[config.mk]
export PLATFORM = sky130hd
export DESIGN_NAME = macro_op_expander_unit
export DESIGN_NICKNAME = d
export VERILOG_FILES = /design/src/sv/mox_pkg.sv /design/src/sv/macro_op_expander_unit.sv /design/src/sv/mox_front.sv /design/src/sv/mox_queue.sv /design/src/sv/mox_back.sv
export SDC_FILE = /design/constraint.sdc
export NUM_CORES = 1
export LEC_CHECK = 0
export ABC_CLOCK_PERIOD_IN_PS = 5800
export BUFFER_PORTS_ARGS = -buffer_cell sky130_fd_sc_hd__buf_4
export CAP_MARGIN = 20
export CORE_MARGIN = 2
export CORE_UTILIZATION = 40
export CTS_CLUSTER_SIZE = 20
export DETAILED_ROUTE_END_ITERATION = 10
export GPL_TIMING_DRIVEN = 0
export MAX_ROUTING_LAYER = met4
export PLACE_DENSITY = 0.55
export SLEW_MARGIN = 10
export SYNTH_ARGS = -nofsm -noshare
export SYNTH_HDL_FRONTEND = slang
export SYNTH_SLANG_ARGS = --single-unit
[constraint.sdc]
create_clock -name clk -period 5.8 [get_ports clk]
set_input_delay 0.58 -clock clk [delete_from_list [all_inputs] [get_ports clk]]
set_output_delay 0.58 -clock clk [all_outputs]
set_load 0.02 [all_outputs]
[src/sv/mox_pkg.sv]
// Shared types and constants for the macro-op expander.
// Used by the front, queue, back and top-level modules; no dependencies.
package mox_pkg;

  // Request opcodes as they arrive on the input channel
  typedef enum logic [2:0] {
    OP_MOVE       = 3'd0,
    OP_COMPLEMENT = 3'd1,
    OP_NEGATE     = 3'd2,
    OP_SUBTRACT   = 3'd3,
    OP_AND        = 3'd4,
    OP_OR         = 3'd5,
    OP_LOAD_LIT   = 3'd6,
    OP_NONE       = 3'd7
  } req_op_t;

  // Configuration register indexes
  typedef enum logic [1:0] {
    CFG_LOAD_VALUE = 2'd0,
    CFG_ADD        = 2'd1,
    CFG_NAND       = 2'd2,
    CFG_MULTIPLY   = 2'd3
  } cfg_idx_t;

  // Word sequences the back end knows how to play out
  typedef enum logic [3:0] {
    SEQ_MOVE,
    SEQ_NOT,
    SEQ_NEG,
    SEQ_NEG_MISS,
    SEQ_SUB_ZERO,
    SEQ_SUB,
    SEQ_AND,
    SEQ_OR_BC,
    SEQ_OR,
    SEQ_LIT,
    SEQ_LIT_SPLIT,
    SEQ_MISSING
  } seq_kind_t;

  // One classified request: sequence, register operands, literal, final step
  typedef struct packed {
    seq_kind_t   kind;
    logic [2:0]  a;
    logic [2:0]  b;
    logic [2:0]  c;
    logic [2:0]  t;
    logic [31:0] lit;
    logic [2:0]  last_step;
  } seq_desc_t;

  // Opcode fields placed in emitted words
  typedef struct packed {
    logic [3:0] lv_code;
    logic [3:0] add_code;
    logic [3:0] nand_code;
    logic [3:0] mul_code;
  } op_codes_t;

  localparam logic [3:0]  RST_CODE_LOAD_VALUE = 4'd13;
  localparam logic [3:0]  RST_CODE_ADD        = 4'd3;
  localparam logic [3:0]  RST_CODE_NAND       = 4'd6;
  localparam logic [3:0]  RST_CODE_MULTIPLY   = 4'd4;

  localparam int unsigned MOX_QUEUE_DEPTH = 2;
  localparam int unsigned MOX_ADDR_W      = 4;

  // Literal fits the 25-bit load-value field below this bound
  localparam logic [31:0] LIT_LIMIT    = 32'h0200_0000;
  // Scale factor for the split literal form (1 << 7)
  localparam logic [24:0] LIT_SCALE    = 25'd128;
  localparam int unsigned LIT_LOW_BITS = 7;

endpackage

[src/sv/macro_op_expander_unit.sv]
// Macro-op expander: one request in, a run of 0 to 7 machine words out.
// A request goes through the front register and the queue to the sequencer.
// Throughput: one word per cycle while the word port is ready; a request holds the
// back-end sequencer until the last word of its run leaves.
// Requests with no words are dropped in the front end and never reach the back end.
// Reset (synchronous, active low) empties all stages and loads the default opcodes.
module macro_op_expander_unit
  import mox_pkg::*;
#(
  parameter int unsigned QUEUE_DEPTH = MOX_QUEUE_DEPTH
) (
  input  logic                  clk,
  input  logic                  rst_n,
  // Configuration port
  input  logic                  psel,
  input  logic                  penable,
  input  logic                  pwrite,
  input  logic [MOX_ADDR_W-1:0] paddr,
  input  logic [31:0]           pwdata,
  output logic [31:0]           prdata,
  output logic                  pready,
  // Request channel
  input  logic                  in_valid,
  output logic                  in_ready,
  input  logic [2:0]            in_opcode,
  input  logic [2:0]            in_reg_a,
  input  logic [2:0]            in_reg_b,
  input  logic [2:0]            in_reg_c,
  input  logic [2:0]            in_temp_reg,
  input  logic                  in_temp_given,
  input  logic [31:0]           in_literal,
  // Word channel
  output logic                  out_valid,
  input  logic                  out_ready,
  output logic [31:0]           out_word,
  output logic                  out_last,
  output logic                  out_missing_temp
);

  op_codes_t codes_r, codes_nxt;
  cfg_idx_t  cfg_idx;
  logic      cfg_write;
  logic      push_valid, push_ready, pop_valid, pop_ready;
  seq_desc_t push_desc, pop_desc;

  // Decode register writes
  assign pready    = 1'b1;
  assign cfg_idx   = cfg_idx_t'(paddr[3:2]);
  assign cfg_write = psel && penable && pwrite;

  always_comb begin
    codes_nxt = codes_r;
    if (cfg_write) begin
      case (cfg_idx)
        CFG_LOAD_VALUE: codes_nxt.lv_code   = pwdata[3:0];
        CFG_ADD:        codes_nxt.add_code  = pwdata[3:0];
        CFG_NAND:       codes_nxt.nand_code = pwdata[3:0];
        CFG_MULTIPLY:   codes_nxt.mul_code  = pwdata[3:0];
        default:        codes_nxt = codes_r;
      endcase
    end
  end

  always_ff @(posedge clk) begin
    if (!rst_n) begin
      codes_r.lv_code   <= RST_CODE_LOAD_VALUE;
      codes_r.add_code  <= RST_CODE_ADD;
      codes_r.nand_code <= RST_CODE_NAND;
      codes_r.mul_code  <= RST_CODE_MULTIPLY;
    end else begin
      codes_r <= codes_nxt;
    end
  end

  // Read back the selected register
  always_comb begin
    case (cfg_idx)
      CFG_LOAD_VALUE: prdata = {28'd0, codes_r.lv_code};
      CFG_ADD:        prdata = {28'd0, codes_r.add_code};
      CFG_NAND:       prdata = {28'd0, codes_r.nand_code};
      CFG_MULTIPLY:   prdata = {28'd0, codes_r.mul_code};
      default:        prdata = '0;
    endcase
  end

  mox_front u_front (
    .clk           (clk),
    .rst_n         (rst_n),
    .in_valid      (in_valid),
    .in_ready      (in_ready),
    .in_opcode     (in_opcode),
    .in_reg_a      (in_reg_a),
    .in_reg_b      (in_reg_b),
    .in_reg_c      (in_reg_c),
    .in_temp_reg   (in_temp_reg),
    .in_temp_given (in_temp_given),
    .in_literal    (in_literal),
    .push_valid    (push_valid),
    .push_ready    (push_ready),
    .push_desc     (push_desc)
  );

  mox_queue #(
    .DEPTH (QUEUE_DEPTH)
  ) u_queue (
    .clk        (clk),
    .rst_n      (rst_n),
    .push_valid (push_valid),
    .push_ready (push_ready),
    .push_desc  (push_desc),
    .pop_valid  (pop_valid),
    .pop_ready  (pop_ready),
    .pop_desc   (pop_desc)
  );

  mox_back u_back (
    .clk              (clk),
    .rst_n            (rst_n),
    .codes            (codes_r),
    .pop_valid        (pop_valid),
    .pop_ready        (pop_ready),
    .pop_desc         (pop_desc),
    .out_valid        (out_valid),
    .out_ready        (out_ready),
    .out_word         (out_word),
    .out_last         (out_last),
    .out_missing_temp (out_missing_temp)
  );

endmodule

[src/sv/mox_front.sv]
// Front end of the macro-op expander: accepts requests and classifies them.
// Depends on mox_pkg; feeds mox_queue.
module mox_front
  import mox_pkg::*;
(
  input  logic        clk,
  input  logic        rst_n,
  input  logic        in_valid,
  output logic        in_ready,
  input  logic [2:0]  in_opcode,
  input  logic [2:0]  in_reg_a,
  input  logic [2:0]  in_reg_b,
  input  logic [2:0]  in_reg_c,
  input  logic [2:0]  in_temp_reg,
  input  logic        in_temp_given,
  input  logic [31:0] in_literal,
  output logic        push_valid,
  input  logic        push_ready,
  output seq_desc_t   push_desc
);

  logic      front_valid_r, front_valid_nxt;
  seq_desc_t desc_r;
  seq_desc_t desc_c;
  logic      emit_c;
  logic      eq_ab, eq_bc, eq_ac;
  logic      in_fire;
  logic [31:0] lit_inv;

  assign eq_ab   = (in_reg_a == in_reg_b);
  assign eq_bc   = (in_reg_b == in_reg_c);
  assign eq_ac   = (in_reg_a == in_reg_c);
  assign lit_inv = ~in_literal;

  // Classify the request into a sequence and its operands
  always_comb begin
    emit_c           = 1'b1;
    desc_c.kind      = SEQ_MISSING;
    desc_c.a         = in_reg_a;
    desc_c.b         = in_reg_b;
    desc_c.c         = in_reg_c;
    desc_c.t         = in_temp_reg;
    desc_c.lit       = in_literal;
    desc_c.last_step = 3'd0;
    case (req_op_t'(in_opcode))
      OP_MOVE: begin
        emit_c           = !eq_ab;
        desc_c.kind      = SEQ_MOVE;
        desc_c.last_step = 3'd1;
      end
      OP_COMPLEMENT: begin
        desc_c.kind = SEQ_NOT;
      end
      OP_NEGATE: begin
        if (eq_ab && !in_temp_given) begin
          desc_c.kind      = SEQ_NEG_MISS;
          desc_c.last_step = 3'd1;
        end else begin
          desc_c.kind      = SEQ_NEG;
          desc_c.t         = eq_ab ? in_temp_reg : in_reg_b;
          desc_c.last_step = 3'd2;
        end
      end
      OP_SUBTRACT: begin
        if (eq_bc) begin
          desc_c.kind = SEQ_SUB_ZERO;
        end else if (eq_ab || eq_ac) begin
          if (!in_temp_given) begin
            desc_c.kind = SEQ_MISSING;
          end else begin
            desc_c.kind      = SEQ_SUB;
            desc_c.last_step = eq_ab ? 3'd4 : 3'd3;
          end
        end else begin
          desc_c.kind      = SEQ_SUB;
          desc_c.t         = in_reg_a;
          desc_c.last_step = 3'd4;
        end
      end
      OP_AND: begin
        desc_c.kind      = SEQ_AND;
        desc_c.last_step = 3'd1;
      end
      OP_OR: begin
        if (eq_ab && eq_bc) begin
          emit_c = 1'b0;
        end else if (eq_bc) begin
          desc_c.kind      = SEQ_OR_BC;
          desc_c.last_step = 3'd2;
        end else begin
          // t names the register complemented again on the fourth word
          desc_c.kind      = SEQ_OR;
          desc_c.t         = eq_ab ? in_reg_c : in_reg_b;
          desc_c.last_step = (eq_ab || eq_ac) ? 3'd3 : 3'd4;
        end
      end
      OP_LOAD_LIT: begin
        if (in_literal < LIT_LIMIT) begin
          desc_c.kind = SEQ_LIT;
        end else if (lit_inv < LIT_LIMIT) begin
          desc_c.kind      = SEQ_LIT;
          desc_c.lit       = lit_inv;
          desc_c.last_step = 3'd1;
        end else if (!in_temp_given) begin
          desc_c.kind = SEQ_MISSING;
        end else begin
          desc_c.kind      = SEQ_LIT_SPLIT;
          desc_c.last_step = 3'd6;
        end
      end
      default: begin
        emit_c = 1'b0;
      end
    endcase
  end

  // Hold a classified request until the queue takes it; drop empty runs
  assign in_ready   = !front_valid_r || push_ready;
  assign in_fire    = in_valid && in_ready;
  assign push_valid = front_valid_r;
  assign push_desc  = desc_r;

  always_comb begin
    front_valid_nxt = front_valid_r;
    if (in_fire) begin
      front_valid_nxt = emit_c;
    end else if (push_ready) begin
      front_valid_nxt = 1'b0;
    end
  end

  always_ff @(posedge clk) begin
    if (!rst_n) begin
      front_valid_r <= 1'b0;
    end else begin
      front_valid_r <= front_valid_nxt;
    end
  end

  always_ff @(posedge clk) begin
    if (in_fire) begin
      desc_r <= desc_c;
    end
  end

endmodule

[src/sv/mox_queue.sv]
// Short queue of classified requests between front and back ends.
// Depends on mox_pkg for the descriptor type.
module mox_queue
  import mox_pkg::*;
#(
  parameter int unsigned DEPTH = MOX_QUEUE_DEPTH
) (
  input  logic      clk,
  input  logic      rst_n,
  input  logic      push_valid,
  output logic      push_ready,
  input  seq_desc_t push_desc,
  output logic      pop_valid,
  input  logic      pop_ready,
  output seq_desc_t pop_desc
);

  localparam int unsigned PTR_W = (DEPTH > 1) ? $clog2(DEPTH) : 1;
  localparam int unsigned CNT_W = $clog2(DEPTH + 1);
  localparam logic [PTR_W-1:0] LAST_PTR = PTR_W'(DEPTH - 1);
  localparam logic [CNT_W-1:0] FULL_CNT = CNT_W'(DEPTH);

  seq_desc_t        entry_r [DEPTH];
  logic [PTR_W-1:0] wr_ptr_r, wr_ptr_nxt;
  logic [PTR_W-1:0] rd_ptr_r, rd_ptr_nxt;
  logic [CNT_W-1:0] count_r, count_nxt;
  logic             do_push, do_pop;

  assign push_ready = (count_r != FULL_CNT);
  assign pop_valid  = (count_r != '0);
  assign pop_desc   = entry_r[rd_ptr_r];
  assign do_push    = push_valid && push_ready;
  assign do_pop     = pop_valid && pop_ready;

  // Advance pointers with wrap and track occupancy
  always_comb begin
    wr_ptr_nxt = wr_ptr_r;
    rd_ptr_nxt = rd_ptr_r;
    count_nxt  = count_r;
    if (do_push) begin
      wr_ptr_nxt = (wr_ptr_r == LAST_PTR) ? '0 : wr_ptr_r + 1'b1;
    end
    if (do_pop) begin
      rd_ptr_nxt = (rd_ptr_r == LAST_PTR) ? '0 : rd_ptr_r + 1'b1;
    end
    if (do_push && !do_pop) begin
      count_nxt = count_r + 1'b1;
    end else if (do_pop && !do_push) begin
      count_nxt = count_r - 1'b1;
    end
  end

  always_ff @(posedge clk) begin
    if (!rst_n) begin
      wr_ptr_r <= '0;
      rd_ptr_r <= '0;
      count_r  <= '0;
    end else begin
      wr_ptr_r <= wr_ptr_nxt;
      rd_ptr_r <= rd_ptr_nxt;
      count_r  <= count_nxt;
    end
  end

  always_ff @(posedge clk) begin
    if (do_push) begin
      entry_r[wr_ptr_r] <= push_desc;
    end
  end

endmodule

[src/sv/mox_back.sv]
// Back end of the macro-op expander: plays out one word per cycle unless the output stalls.
// Depends on mox_pkg; drains mox_queue and drives the output register.
module mox_back
  import mox_pkg::*;
(
  input  logic        clk,
  input  logic        rst_n,
  input  op_codes_t   codes,
  input  logic        pop_valid,
  output logic        pop_ready,
  input  seq_desc_t   pop_desc,
  output logic        out_valid,
  input  logic        out_ready,
  output logic [31:0] out_word,
  output logic        out_last,
  output logic        out_missing_temp
);

  seq_desc_t   cur_r;
  logic        busy_r, busy_nxt;
  logic [2:0]  step_r, step_nxt;
  logic        out_valid_r, out_valid_nxt;
  logic [31:0] out_word_r;
  logic        out_last_r;
  logic        out_missing_r;
  logic [31:0] word_c;
  logic        missing_c;
  logic        adv, is_last, load;

  function automatic logic [31:0] plain_word(input logic [3:0] op, input logic [2:0] ra,
                                             input logic [2:0] rb, input logic [2:0] rc);
    plain_word = {op, 19'd0, ra, rb, rc};
  endfunction

  function automatic logic [31:0] lv_word(input logic [3:0] op, input logic [2:0] ra,
                                          input logic [24:0] v);
    lv_word = {op, ra, v};
  endfunction

  // Form the word for the current sequence and step
  always_comb begin
    word_c    = '0;
    missing_c = 1'b0;
    case (cur_r.kind)
      SEQ_MOVE: begin
        case (step_r)
          3'd0:    word_c = lv_word(codes.lv_code, cur_r.a, '0);
          default: word_c = plain_word(codes.add_code, cur_r.a, cur_r.a, cur_r.b);
        endcase
      end
      SEQ_NOT: begin
        word_c = plain_word(codes.nand_code, cur_r.a, cur_r.b, cur_r.b);
      end
      SEQ_NEG: begin
        case (step_r)
          3'd0:    word_c = plain_word(codes.nand_code, cur_r.a, cur_r.b, cur_r.b);
          3'd1:    word_c = lv_word(codes.lv_code, cur_r.t, 25'd1);
          default: word_c = plain_word(codes.add_code, cur_r.a, cur_r.a, cur_r.t);
        endcase
      end
      SEQ_NEG_MISS: begin
        case (step_r)
          3'd0:    word_c = plain_word(codes.nand_code, cur_r.a, cur_r.b, cur_r.b);
          default: missing_c = 1'b1;
        endcase
      end
      SEQ_SUB_ZERO: begin
        word_c = lv_word(codes.lv_code, cur_r.a, '0);
      end
      SEQ_SUB: begin
        case (step_r)
          3'd1:    word_c = lv_word(codes.lv_code, cur_r.t, 25'd1);
          3'd2:    word_c = plain_word(codes.add_code, cur_r.c, cur_r.t, cur_r.c);
          3'd3:    word_c = plain_word(codes.add_code, cur_r.a, cur_r.b, cur_r.c);
          default: word_c = plain_word(codes.nand_code, cur_r.c, cur_r.c, cur_r.c);
        endcase
      end
      SEQ_AND: begin
        case (step_r)
          3'd0:    word_c = plain_word(codes.nand_code, cur_r.b, cur_r.b, cur_r.c);
          default: word_c = plain_word(codes.nand_code, cur_r.a, cur_r.b, cur_r.b);
        endcase
      end
      SEQ_OR_BC: begin
        case (step_r)
          3'd1:    word_c = plain_word(codes.nand_code, cur_r.a, cur_r.c, cur_r.c);
          default: word_c = plain_word(codes.nand_code, cur_r.c, cur_r.c, cur_r.c);
        endcase
      end
      SEQ_OR: begin
        case (step_r)
          3'd0:    word_c = plain_word(codes.nand_code, cur_r.b, cur_r.b, cur_r.b);
          3'd2:    word_c = plain_word(codes.nand_code, cur_r.a, cur_r.b, cur_r.c);
          3'd3:    word_c = plain_word(codes.nand_code, cur_r.t, cur_r.t, cur_r.t);
          default: word_c = plain_word(codes.nand_code, cur_r.c, cur_r.c, cur_r.c);
        endcase
      end
      SEQ_LIT: begin
        case (step_r)
          3'd0:    word_c = lv_word(codes.lv_code, cur_r.a, cur_r.lit[24:0]);
          default: word_c = plain_word(codes.nand_code, cur_r.a, cur_r.a, cur_r.a);
        endcase
      end
      SEQ_LIT_SPLIT: begin
        case (step_r)
          3'd0:    word_c = lv_word(codes.lv_code, cur_r.t, LIT_SCALE);
          3'd1:    word_c = lv_word(codes.lv_code, cur_r.a, cur_r.lit[31:LIT_LOW_BITS]);
          3'd2:    word_c = plain_word(codes.mul_code, cur_r.a, cur_r.a, cur_r.t);
          3'd3:    word_c = lv_word(codes.lv_code, cur_r.t,
                                    {18'd0, cur_r.lit[LIT_LOW_BITS-1:0]});
          3'd4:    word_c = plain_word(codes.nand_code, cur_r.a, cur_r.a, cur_r.a);
          3'd5:    word_c = plain_word(codes.nand_code, cur_r.t, cur_r.t, cur_r.t);
          default: word_c = plain_word(codes.nand_code, cur_r.a, cur_r.a, cur_r.t);
        endcase
      end
      SEQ_MISSING: begin
        missing_c = 1'b1;
      end
      default: begin
        word_c = '0;
      end
    endcase
  end

  // Step the sequencer; take the next request as the last word leaves
  assign adv       = busy_r && (!out_valid_r || out_ready);
  assign is_last   = (step_r == cur_r.last_step);
  assign load      = pop_valid && (!busy_r || (adv && is_last));
  assign pop_ready = load;

  always_comb begin
    busy_nxt      = busy_r;
    step_nxt      = step_r;
    out_valid_nxt = out_valid_r;
    if (out_ready) begin
      out_valid_nxt = 1'b0;
    end
    if (adv) begin
      out_valid_nxt = 1'b1;
      step_nxt      = step_r + 3'd1;
      if (is_last) begin
        busy_nxt = 1'b0;
      end
    end
    if (load) begin
      busy_nxt = 1'b1;
      step_nxt = '0;
    end
  end

  always_ff @(posedge clk) begin
    if (!rst_n) begin
      busy_r      <= 1'b0;
      step_r      <= '0;
      out_valid_r <= 1'b0;
    end else begin
      busy_r      <= busy_nxt;
      step_r      <= step_nxt;
      out_valid_r <= out_valid_nxt;
    end
  end

  // Capture payloads
  always_ff @(posedge clk) begin
    if (load) begin
      cur_r <= pop_desc;
    end
    if (adv) begin
      out_word_r    <= word_c;
      out_last_r    <= is_last;
      out_missing_r <= missing_c;
    end
  end

  assign out_valid        = out_valid_r;
  assign out_word         = out_word_r;
  assign out_last         = out_last_r;
  assign out_missing_temp = out_missing_r;

  // A missing-temporary result always closes its run with a zero word
  a_missing_is_last: assert property (@(posedge clk) disable iff (!rst_n)
    (out_valid_r && out_missing_r) |-> (out_last_r && (out_word_r == '0)))
    else $error("missing-temporary result not final or not zero");

  // The step counter never runs past the final step of its sequence
  a_step_in_range: assert property (@(posedge clk) disable iff (!rst_n)
    busy_r |-> (step_r <= cur_r.last_step))
    else $error("sequencer step beyond final step");

  // A new request is only taken when no run is left unfinished
  a_load_when_free: assert property (@(posedge clk) disable iff (!rst_n)
    load |-> (!busy_r || (adv && is_last)))
    else $error("request loaded over an unfinished run");

  // Once the output holds a stalled word, the sequencer does not advance
  a_hold_on_stall: assert property (@(posedge clk) disable iff (!rst_n)
    (out_valid_r && !out_ready) |-> !adv)
    else $error("sequencer advanced into a stalled output");

endmodule

# --- Word-level counts from Yosys, hierarchy flattened ---
# Memory sizes are Yosys's and may differ from the RTL's. A register that Yosys moved wholly into a read port is not among the register bits.
# Cells that the tools add are included.
word_totals:
  word_cells: 162
  mem_bits_rw: 102
  memories: 1
  reg_bits: 111
  inputBits: 91
  output_inout_bits: 69
op_classes:
  eq_ne: 30
  n_lt_le_gt_ge: 2
  addsub: 5
  reduce_logical: 41
  n_bitwise: 2
  n_mux: 60
mem_list:
  columns: ["name", "depth", "width", "read_ports", "rd_clocked_by_memory_dff", "write_ports", "line_no", "text"]
  rows:
  - ["u_queue.entry_r", 2, 51, 1, 1, 1, "mox_queue.sv:23", "seq_desc_t entry_r [DEPTH];"]
op_table:
  columns: ["op", "n"]
  rows:
  - ["$pmux 32 s11", 1]
  - ["$pmux 32 s6", 1]
  - ["$mux 32", 5]
  - ["$pmux 32 s4", 1]
  - ["$pmux 32 s3", 1]
  - ["$lt 32x26->1 const B", 2]
  - ["$pmux 32 s2", 1]
  - ["$mux 3", 16]
  - ["$mux 35", 1]
  - ["$not 32->32", 1]
  - ["$pmux 4 s7", 1]
  - ["$pmux 9 s3", 1]
  - ["$mux 4", 6]
  - ["$mux 9", 2]
  - ["$eq 4x3->1 const B", 4]
  - ["$eq 4x4->1 const B", 4]
  - ["$eq 3x3->1 const B", 5]
  - ["$mux 1", 15]
  - ["$pmux 3 s5", 1]
  - ["$eq 3x2->1 const B", 4]
  - ["$eq 3x3->1", 4]
  - ["$logic_and 1x1->1", 12]
  - ["$reduce_bool 2->1", 6]
  - ["$reduce_and 2->1", 5]
  - ["22 further kinds", 40]

# --- Logic depth before layout (Yosys ltp) ---
# Gate-level depths: netlist (run 1).
depth:
  word_depth: 10
  mapped_depth: 11
  mapped_depth_nobuf: 7

# --- By module ---
# Synthesis (run 1) repeated with hierarchy kept, for this count alone.
unflattened:
  hier_cells: 931
  area_unflattened_um2: 12495.7
by_module_without_submodules:
  columns: ["module", "instances", "area_per_inst_um2", "cells_each"]
  rows:
  - ["mox_back", 1, 5051.1, 455]
  - ["mox_queue", 1, 3910.0, 183]
  - ["mox_front", 1, 2474.9, 188]
  - ["macro_op_expander_unit", 1, 1059.8, 105]

# --- Worst setup path before layout (run 1) ---
# OpenSTA, ideal clock, no wires.
synth_path:
  path_type: "flip-flop to flip-flop"
  startpoint: "register u_queue.count_r[0]"
  endpoint: "memory u_queue.entry_r[0][0] (netlist name) (enable)"
  arrival_ns: 2.765
  path_slack_ns: 2.574
  stages_incl_launch_ff: 4
  setup_ns: 0.461
  required_time_ns: 5.339
  cell_sequence: "dfxtp_1 nand2b_1 nand2_1 nor2_1"
synth_via:
  elab_chain_cells: 4
synth_rtl:
  columns: ["element", "line_no", "text"]
  rows:
  - ["start: declaration", "mox_queue.sv:26", "logic [CNT_W-1:0] count_r, count_nxt;"]
  - ["start signal: assignment", "mox_queue.sv:61", "count_r <= count_nxt;"]
  - ["$ne 2x2->1", "mox_queue.sv:29", "assign push_ready = (count_r != FULL_CNT);"]
  - ["$logic_and 1x1->1", "mox_queue.sv:32", "assign do_push = push_valid && push_ready;"]
  - ["$mux 1", "mox_queue.sv:66", "if (do_push) begin"]
  - ["$mux 1 (not written as such)", "mox_queue.sv:67", "entry_r[wr_ptr_r] <= push_desc;"]
  - ["end: declaration", "mox_queue.sv:23", null]
# Every way passes these cells.

# --- Worst setup path after layout (run 1) ---
layout_path:
  startpoint: "register u_back.step_r[1]"
  endpoint: "register u_back.out_word_r[5], in the netlist u_back.out_word[5] (data pin)"
layout_via:
  elab_chain_cells: 3
layout_rtl:
  columns: ["element", "line_no", "text"]
  rows:
  - ["start: declaration", "mox_back.sv:21", "logic [2:0] step_r, step_nxt;"]
  - ["start signal: assignment", "mox_back.sv:158", "step_r <= step_nxt;"]
  - ["$eq 3x3->1 (tied with other cells)", "mox_back.sv:105", "case (step_r)"]
  - ["$pmux 32 s6 (tied with other cells)", "mox_back.sv:105", null]
  - ["$pmux 32 s11 *", "mox_back.sv:44", "case (cur_r.kind)"]
  - ["named net u_back.word_c[5]", "mox_back.sv:26", "logic [31:0] word_c;"]
  - ["end signal: assignment", "mox_back.sv:169", "out_word_r <= word_c;"]
  - ["end: declaration", "mox_back.sv:23", "logic [31:0] out_word_r;"]
# Mark *: on every way through the listed nets, which the timed path passes. The rest lies on a longest branch.
# A chain may end at the register's enable or synchronous reset.

==> results of run 1 <==
==> registers in the layout (all words and copies together), names as in the netlist, 2 cells and up <==
name,flops
u_back.step_r,3
u_queue.entry_r,102
u_back.cur_r,51
u_queue.count_r,2
codes_r,16
u_front.push_desc,51
u_back.out_word,32
==> kinds of logic after synthesis <==
| group | after synthesis |
|---|---|
| buf+inv | 102 |
| flops | 264 |
| simple gates | 185 |
| other cells | 2 |
| compound gates | 207 |
| xor+xnor | 41 |
| fa+ha+maj | 6 |
| mux | 74 |
==> worst paths after layout <==
| check | cells past startpoint | slack, ps | start | endpoint |
|---|---|---|---|---|
| worst min register to register | 0 | 440 | u_front.push_desc[30]$_DFFE_PP_ | u_queue.entry_r[1][30]$_DFFE_PP_ |
| worst min-delay path | 1 | 270 | in_reg_a[2] | u_front.push_desc[46]$_DFFE_PP_ |
| worst max register to register | 9 | 2320 | u_back.step_r[1]$_SDFFE_PP0P_ | u_back.out_word[5]$_DFFE_PP_ |
| worst max-delay path | 9 | 2320 | u_back.step_r[1]$_SDFFE_PP0P_ | u_back.out_word[5]$_DFFE_PP_ |
==> cell usage in the layout (no fill, tap or decap), drive strengths merged, types with 18 or more instances in the layout <==
master,count
nor2,29
xor2,35
clkbuf,71
nor2b,18
mux2i,19
o21ai,32
mux2,51
a21oi,39
a22o,33
dfxtp,26
nand2,48
edfxtp,238
conb,29
buf,152
==> power by group through the flow <==
stage	combinational, W	clock (W)	sequential [W]
finish	0.00182	0.00165	0.00279
global route	0.00197	0.00178	0.00283
CTS	0.00181	0.00169	0.00279
detailed placement	0.00180	0	0.00283
global placement	0.00176	0	0.00285
floorplan	0.00109	0	0.00282
==> worst max-delay path: stages (launching register included) <==
cell and delay [ps]:
dfxtp_1 390, buf_2 230, inv_1 140, ha_1 170, buf_2 250, o21bai_1 240
a221oi_1 770, a21oi_1 220, a2111oi_0 560, nand4_1 210
==> routing by layer <==
layer	wire length, microns	part of all wire, %	vias up
met2	12890	46	304
met1	12580	44	3599
met3	2135	7.5	55
met4	676	2.4	0
met5	0	0	-
li1	-	-	3652
==> stage by stage <==
step	setup WS, ps	cells	instance area, sq um	utilization (%)	hold WS, ps
2_1_floorplan	2574	908	12080	-	421.5
3_3_place_gp	1096	1396	13300	44.99	422.1
3_5_place_dp	2518	1401	13430	45.43	430.4
4_1_cts	2495	1450	14270	48.29	254.1
5_1_grt	2128	1450	14270	48.29	259.2
6_report	2321	1450	14270	48.29	273.6
==> layout make-up <==
type	count	area [sq um]	area share [%]
flip-flops and latches	264	7667	53.71
clock buffers	33	698.2	4.891
repair buffers	103	843.3	5.908
multi-input cells	542	3904	27.35
clock inverters	16	148.9	1.043
well taps	390	488.0	3.418
plain buffers	87	469.2	3.287
inverters	15	56.30	0.3944
==> results.ini, run 1 <==
[routing]
vias=7610
ant_nets=0
dr.first_iter.drc_count=635
drc=0
drt_wl_total_mm=28.29
first_pass_iters=6
viasPerCell=5.248
avgRoutedWirePerCell_microns=19.51

[global_route]
gr-usage-met3_pct=3.501
gr-max-usage-layer=met2
grt.total_usage_pct=18.55
grt_max_degree=52
antenna_found_initial=0
grt-ovfl-total=0
grt_pass1_vias=7356
grt_use_met2_pct=28.11
grt_pass1_wl_mm=43.13
grt.met1_usage_pct=25.59

[timing]
min_period_over_period_pct=59.99
fin_tns_setup_ps=0
min_period_ps=3479
finalSetupViolCount=0
finClkSkew_ps=12.34
timing.final.hold_violations=0
relSlewSlack_pct=35.61
finalMaxSlewViolations=0
fmax_mhz=287.4
rsz0062_at_grt=no
worst_pin_slew_ps=952.9

[logic_synthesis]
ys_seq_elements=264
ys_seq_area_share_pct=64.03
muxShareOfSynthArea_pct=7.137
synthCells=881
syn_avg_cell_area_sq_um=13.59
synth_compound_area_share_pct=12.60
synth_most_common_cell=edfxtp_1
synth.area.top_cells=edfxtp_1, mux2_2, dfxtp_1
dominantRegCellSynth=edfxtp_1
synth_simple_gate_area_share_pct=8.161
synthAdderAreaFrac_pct=0.6270
synthTopCellsByCount=edfxtp_1, mux2_2, nand2_1
async_flop_share_pct=0
synth_top_area_share_pct=59.69
synth_edf_count=238
synth_top_family_by_area=compound AO/OA/AOI/OAI gates
synthXorXnorAreaFrac_pct=2.999
syn_area_sq_um=11970
ys.warnings.count=0
synth.distinct_cells=72
synth_top_cell_by_area=edfxtp_1

[clock_tree]
cts_setup_buffers=0
clockRootBuffer=clkbuf_16
cts_tree=yes
ctsResizeCount=0
clkSinkCount=264
htree_levels=1
insertion_delay_ps=530
ctsLongestPathBuffers=3
cts.clk_slew.worst_paths_ps=60
cts_buffers=27
hold_buffers=0

[floorplan]
die_x_microns=177.0
die_y_microns=177.0
std_cell_rows=63
start_util_pct=40.51
core_sq_um=29560
die_area_sq_um=31330
io_pins=160

[power_and_ir_drop]
power_frac_clock_pct=26.3
power.leakage_nw=5.212
power-per-cell-area_nw_per_um2=438.4
netSwitchingPower_w=0.002025
p_int_w=0.004233
vdd_drop_max_v=0.0002394
combPwrFrac_pct=29.1
seqPwrFrac_pct=44.6
power_switching_share_pct=32.36
p_total_w=0.006258

[worst_setup_path]
critical_path_class=reg2reg
cp-end-kind=flop
critPathMaxFanout=10
crit_arrival_ps=3710
worstPathRequired_ps=6030
cp-start-kind=flop

[placement]
place.detailed.hpwl_mm=20.16
port_buffers=98
finalWeightedCongestion=0.9482

[final_layout]
final_layout_size_suffix_gt1_share_pct=24.43
antenna_cells=0
final_nets=1137
area_growth_pct=19.22
nFillCells=2648

[job]
max-cap-violations=0

[min_path]
hold_path_class=in2reg

[status]
outcome=complete, no violations

Note: power is estimated with default switching activity, not from simulation.
==> run 2: changes to the inputs <==
ABC_AREA = 1   (was unset)
ABC_CLOCK_PERIOD_IN_PS = 3000   (was 5800)
PLACE_DENSITY = 0.57   (was 0.55)
clock period = 3 ns   (was 5.8 ns; I/O delays follow)
==> run 2 against run 1 <==
Sequential power grew 94%. Design area grew 4.3%. Total power grew 100%. Global-route usage grew 1.1 points. Critical path depth grew 3. Highest routed layer unchanged. Critical path type unchanged. Largest cell class unchanged. Utilization grew 0.53 points.
==> results.ini, run 2 <==
[routing]
dr.first_iter.drc_count=675  ; was 635
avgRoutedWirePerCell_microns=17.91  ; was 19.51 microns
vias=8717  ; was 7610
ant_nets=0  ; unchanged
drc=0  ; unchanged
first_pass_iters=5  ; was 6
viasPerCell=4.995  ; was 5.248
drt_wl_total_mm=31.25  ; was 28.29 mm

[power_and_ir_drop]
power-per-cell-area_nw_per_um2=841.5  ; was 438.4 nW/um^2
p_int_w=0.008298  ; was 0.004233 W
netSwitchingPower_w=0.004237  ; was 0.002025 W
seqPwrFrac_pct=43.1  ; was 44.6%
vdd_drop_max_v=0.0004509  ; was 0.0002394 V
combPwrFrac_pct=30.3  ; was 29.1%
power_frac_clock_pct=26.6  ; was 26.3%
power_switching_share_pct=33.80  ; was 32.36%
power.leakage_nw=6.109  ; was 5.212 nW

[final_layout]
final_nets=1424  ; was 1137
largest-register=u_queue.entry_r  ; unchanged
largest_reg_flops=102  ; unchanged
final_common_cell=edfxtp_1  ; unchanged
seqCellArea_sq_um=7667  ; unchanged
final_cell_mix=edfxtp_1, nand2_1, buf_4, inv_1, nor2_1  ; was edfxtp_1, buf_4, mux2_2, nand2_1, clkbuf_1
final_layout_size_suffix_gt1_share_pct=21.42  ; was 24.43%
multi_input_comb_area_sq_um=3969  ; was 3904 sq um
nFillCells=2817  ; was 2648
antenna_cells=0  ; unchanged
area_growth_pct=20.35  ; was 19.22%
fin_area_sq_um=14900  ; was 14270 sq um

[worst_setup_path]
cp_slowest_cell=dfxtp_1  ; was a221oi_1
critPathMaxFanout=10  ; unchanged
reg2reg_from=u_back.step_r[0]$_SDFFE_PP0P_  ; was u_back.step_r[1]$_SDFFE_PP0P_
path_delay_family=simple AND/OR/NAND/NOR gates  ; was compound AO/OA/AOI/OAI gates
cp_cell_sequence=ha_1 -> ha_1 -> buf_2 -> inv_1 -> buf_2 -> o21ai_0 -> nor2_1 -> nand2_1 -> nand2_1 -> nand2_1 -> nor2_1 -> nand3_1  ; was buf_2 -> inv_1 -> ha_1 -> buf_2 -> o21bai_1 -> a221oi_1 -> a21oi_1 -> a2111oi_0 -> nand4_1
cp-start-kind=flop  ; unchanged
worstPathRequired_ps=3260  ; was 6030 ps
critical_path_class=reg2reg  ; unchanged
crit_arrival_ps=2680  ; was 3710 ps
worst_path_most_repeated_cell=nand2_1  ; was buf_2
crit_start=u_back.step_r[0]$_SDFFE_PP0P_  ; was u_back.step_r[1]$_SDFFE_PP0P_
cp-end-kind=flop  ; unchanged
critPathMaxStageDelay_ps=360  ; was 770 ps
cp_num_buf_inv=3  ; unchanged

[logic_synthesis]
synthCells=1152  ; was 881
synth_most_common_cell=edfxtp_1  ; unchanged
synthTopCellsByCount=edfxtp_1, nand2_1, inv_1  ; was edfxtp_1, mux2_2, nand2_1
syn_avg_cell_area_sq_um=10.74  ; was 13.59 sq um
ys.warnings.count=0  ; unchanged
ys_seq_elements=264  ; unchanged
async_flop_share_pct=0  ; unchanged
synth.area.top_cells=edfxtp_1, nand2_1, mux2_2  ; was edfxtp_1, mux2_2, dfxtp_1
synth.distinct_cells=44  ; was 72
synth_top_cell_by_area=edfxtp_1  ; unchanged
synth_edf_count=238  ; unchanged
ys_seq_area_share_pct=61.95  ; was 64.03%
synth_top_area_share_pct=57.74  ; was 59.69%
syn_area_sq_um=12380  ; was 11970 sq um
dominantRegCellSynth=edfxtp_1  ; unchanged

[floorplan]
die_x_microns=179.9  ; was 177.0 microns
std_cell_rows=64  ; was 63
die_y_microns=179.9  ; was 177.0 microns
io_pins=160  ; unchanged
start_util_pct=40.57  ; was 40.51%
die_area_sq_um=32370  ; was 31330 sq um
core_sq_um=30510  ; was 29560 sq um

[clock_tree]
clockRootBuffer=clkbuf_16  ; unchanged
cts_tree=yes  ; unchanged
cts.clk_slew.worst_paths_ps=60  ; about the same
ctsLongestPathBuffers=3  ; unchanged
cts_buffers=28  ; was 27
clkSinkCount=264  ; unchanged
cts_setup_buffers=0  ; unchanged
hold_buffers=11  ; was 0
ctsResizeCount=0  ; unchanged
htree_levels=1  ; unchanged
insertion_delay_ps=550  ; was 530 ps

[min_path]
hp-start=pwdata[1]  ; was in_reg_a[2]
hold_path_class=in2reg  ; unchanged

[timing]
finalSetupViolCount=0  ; unchanged
min_period_ps=2413  ; was 3479 ps
min_period_over_period_pct=80.44  ; was 59.99%
finClkSkew_ps=20.57  ; was 12.34 ps
relSlewSlack_pct=51.23  ; was 35.61%
finalMaxSlewViolations=0  ; unchanged
fmax_mhz=414.4  ; was 287.4 MHz
worst_hold_slack_ps=16.54  ; was 273.6 ps
rsz0062_at_grt=no  ; unchanged
worst_pin_slew_ps=723.9  ; was 952.9 ps
timing.final.hold_violations=0  ; unchanged

[global_route]
antenna_found_initial=0  ; unchanged
grt.total_usage_pct=19.70  ; was 18.55%
grt-ovfl-total=0  ; unchanged
grt_pass1_vias=8482  ; was 7356
grt_pass1_wl_mm=48.56  ; was 43.13 mm
grt_max_degree=34  ; was 52

[status]
outcome=complete, no violations  ; unchanged

[placement]
place.detailed.hpwl_mm=23.07  ; was 20.16 mm
finalWeightedCongestion=0.9260  ; was 0.9482
port_buffers=100  ; was 98
place_area_sq_um=13890  ; was 13430 sq um

[job]
max-cap-violations=0  ; unchanged

## run 2: changes by cell type in the layout (fill, tap and decap cells not counted), sizes merged, moves of 25 or more
cell / before / now
a22o: 33 / 0
clkbuf: 71 / 35
inv: 15 / 130
nand2: 48 / 238
nand3: 13 / 59
nor2: 29 / 112
o21ai: 32 / 77
xnor2: 6 / 31
xor2: 35 / 2
## run 2: cell families after synthesis
logic type	synth area share, %
adders and majority gates	0.6065
buffers and inverters	6.925
and+or+nand+nor	15.29
AOI/OAI and AO/OA	8.138
xor gates and xnor gates	2.396
muxes	4.640
DFF	61.95
other	0.06068
## run 2: power by group through the flow
stage / clock network (W) / logic (W) / registers, W
2_1_floorplan: 0 / 0.00218 / 0.00557
3_3_place_gp: 0 / 0.00370 / 0.00551
3_5_place_dp: 0 / 0.00379 / 0.00548
4_1_cts: 0.00343 / 0.00381 / 0.00541
5_1_grt: 0.00357 / 0.00414 / 0.00548
6_report: 0.00333 / 0.00380 / 0.00540
## run 2: worst paths after layout
path / end / cells past startpoint / slack [ps]
setup / recovery: u_back.out_word[6]$_DFFE_PP_ / 12 / 590
hold / removal: codes_r[5]$_SDFFE_PN1P_ / 3 / 20
setup reg to reg: u_back.out_word[6]$_DFFE_PP_ / 12 / 590
hold reg to reg: u_queue.entry_r[0][37]$_DFFE_PP_ / 0 / 440
## run 2: cell type report
class	count	share of cell area [%]
inverter	130	3.310
sequential	264	51.47
clock buffer	32	4.805
clock inverter	20	1.226
timing repair buffer	118	6.770
buffer	53	2.444
tap	396	3.326
multi-input combinational	732	26.64
## run 2: through the flow
step | instances | power, W | utilization, % | setup TNS, ps | worst slack [ps]
2_1_floorplan | 1179 | 0.007742 | - | 0 | 581.6
3_3_place_gp | 1675 | 0.009218 | 45.00 | -40510 | -309.1
3_5_place_dp | 1682 | 0.009268 | 45.52 | 0 | 677.0
4_1_cts | 1745 | 0.01265 | 48.82 | 0 | 649.2
5_1_grt | 1745 | 0.01319 | 48.82 | 0 | 457.2
6_report | 1745 | 0.01253 | 48.82 | 0 | 586.7
## run 2: routing by layer
metal / track usage, % / vias up / part of all wire [%]
met5: - / - / 0
met3: 2.512 / 53 / 5.5
met1: 26.06 / 4142 / 44
met4: 6.114 / 0 / 2.7
li1: - / 4275 / -
met2: 31.75 / 247 / 48
## run 2: worst register-to-register path: cells and delay by family (launching register included)
kind / cells / cell delay (ps)
AOI/OAI and AO/OA: 1 / 130
buffers and inverters: 3 / 580
and+or+nand+nor: 6 / 670
adders and majority gates: 2 / 390
DFF: 1 / 360
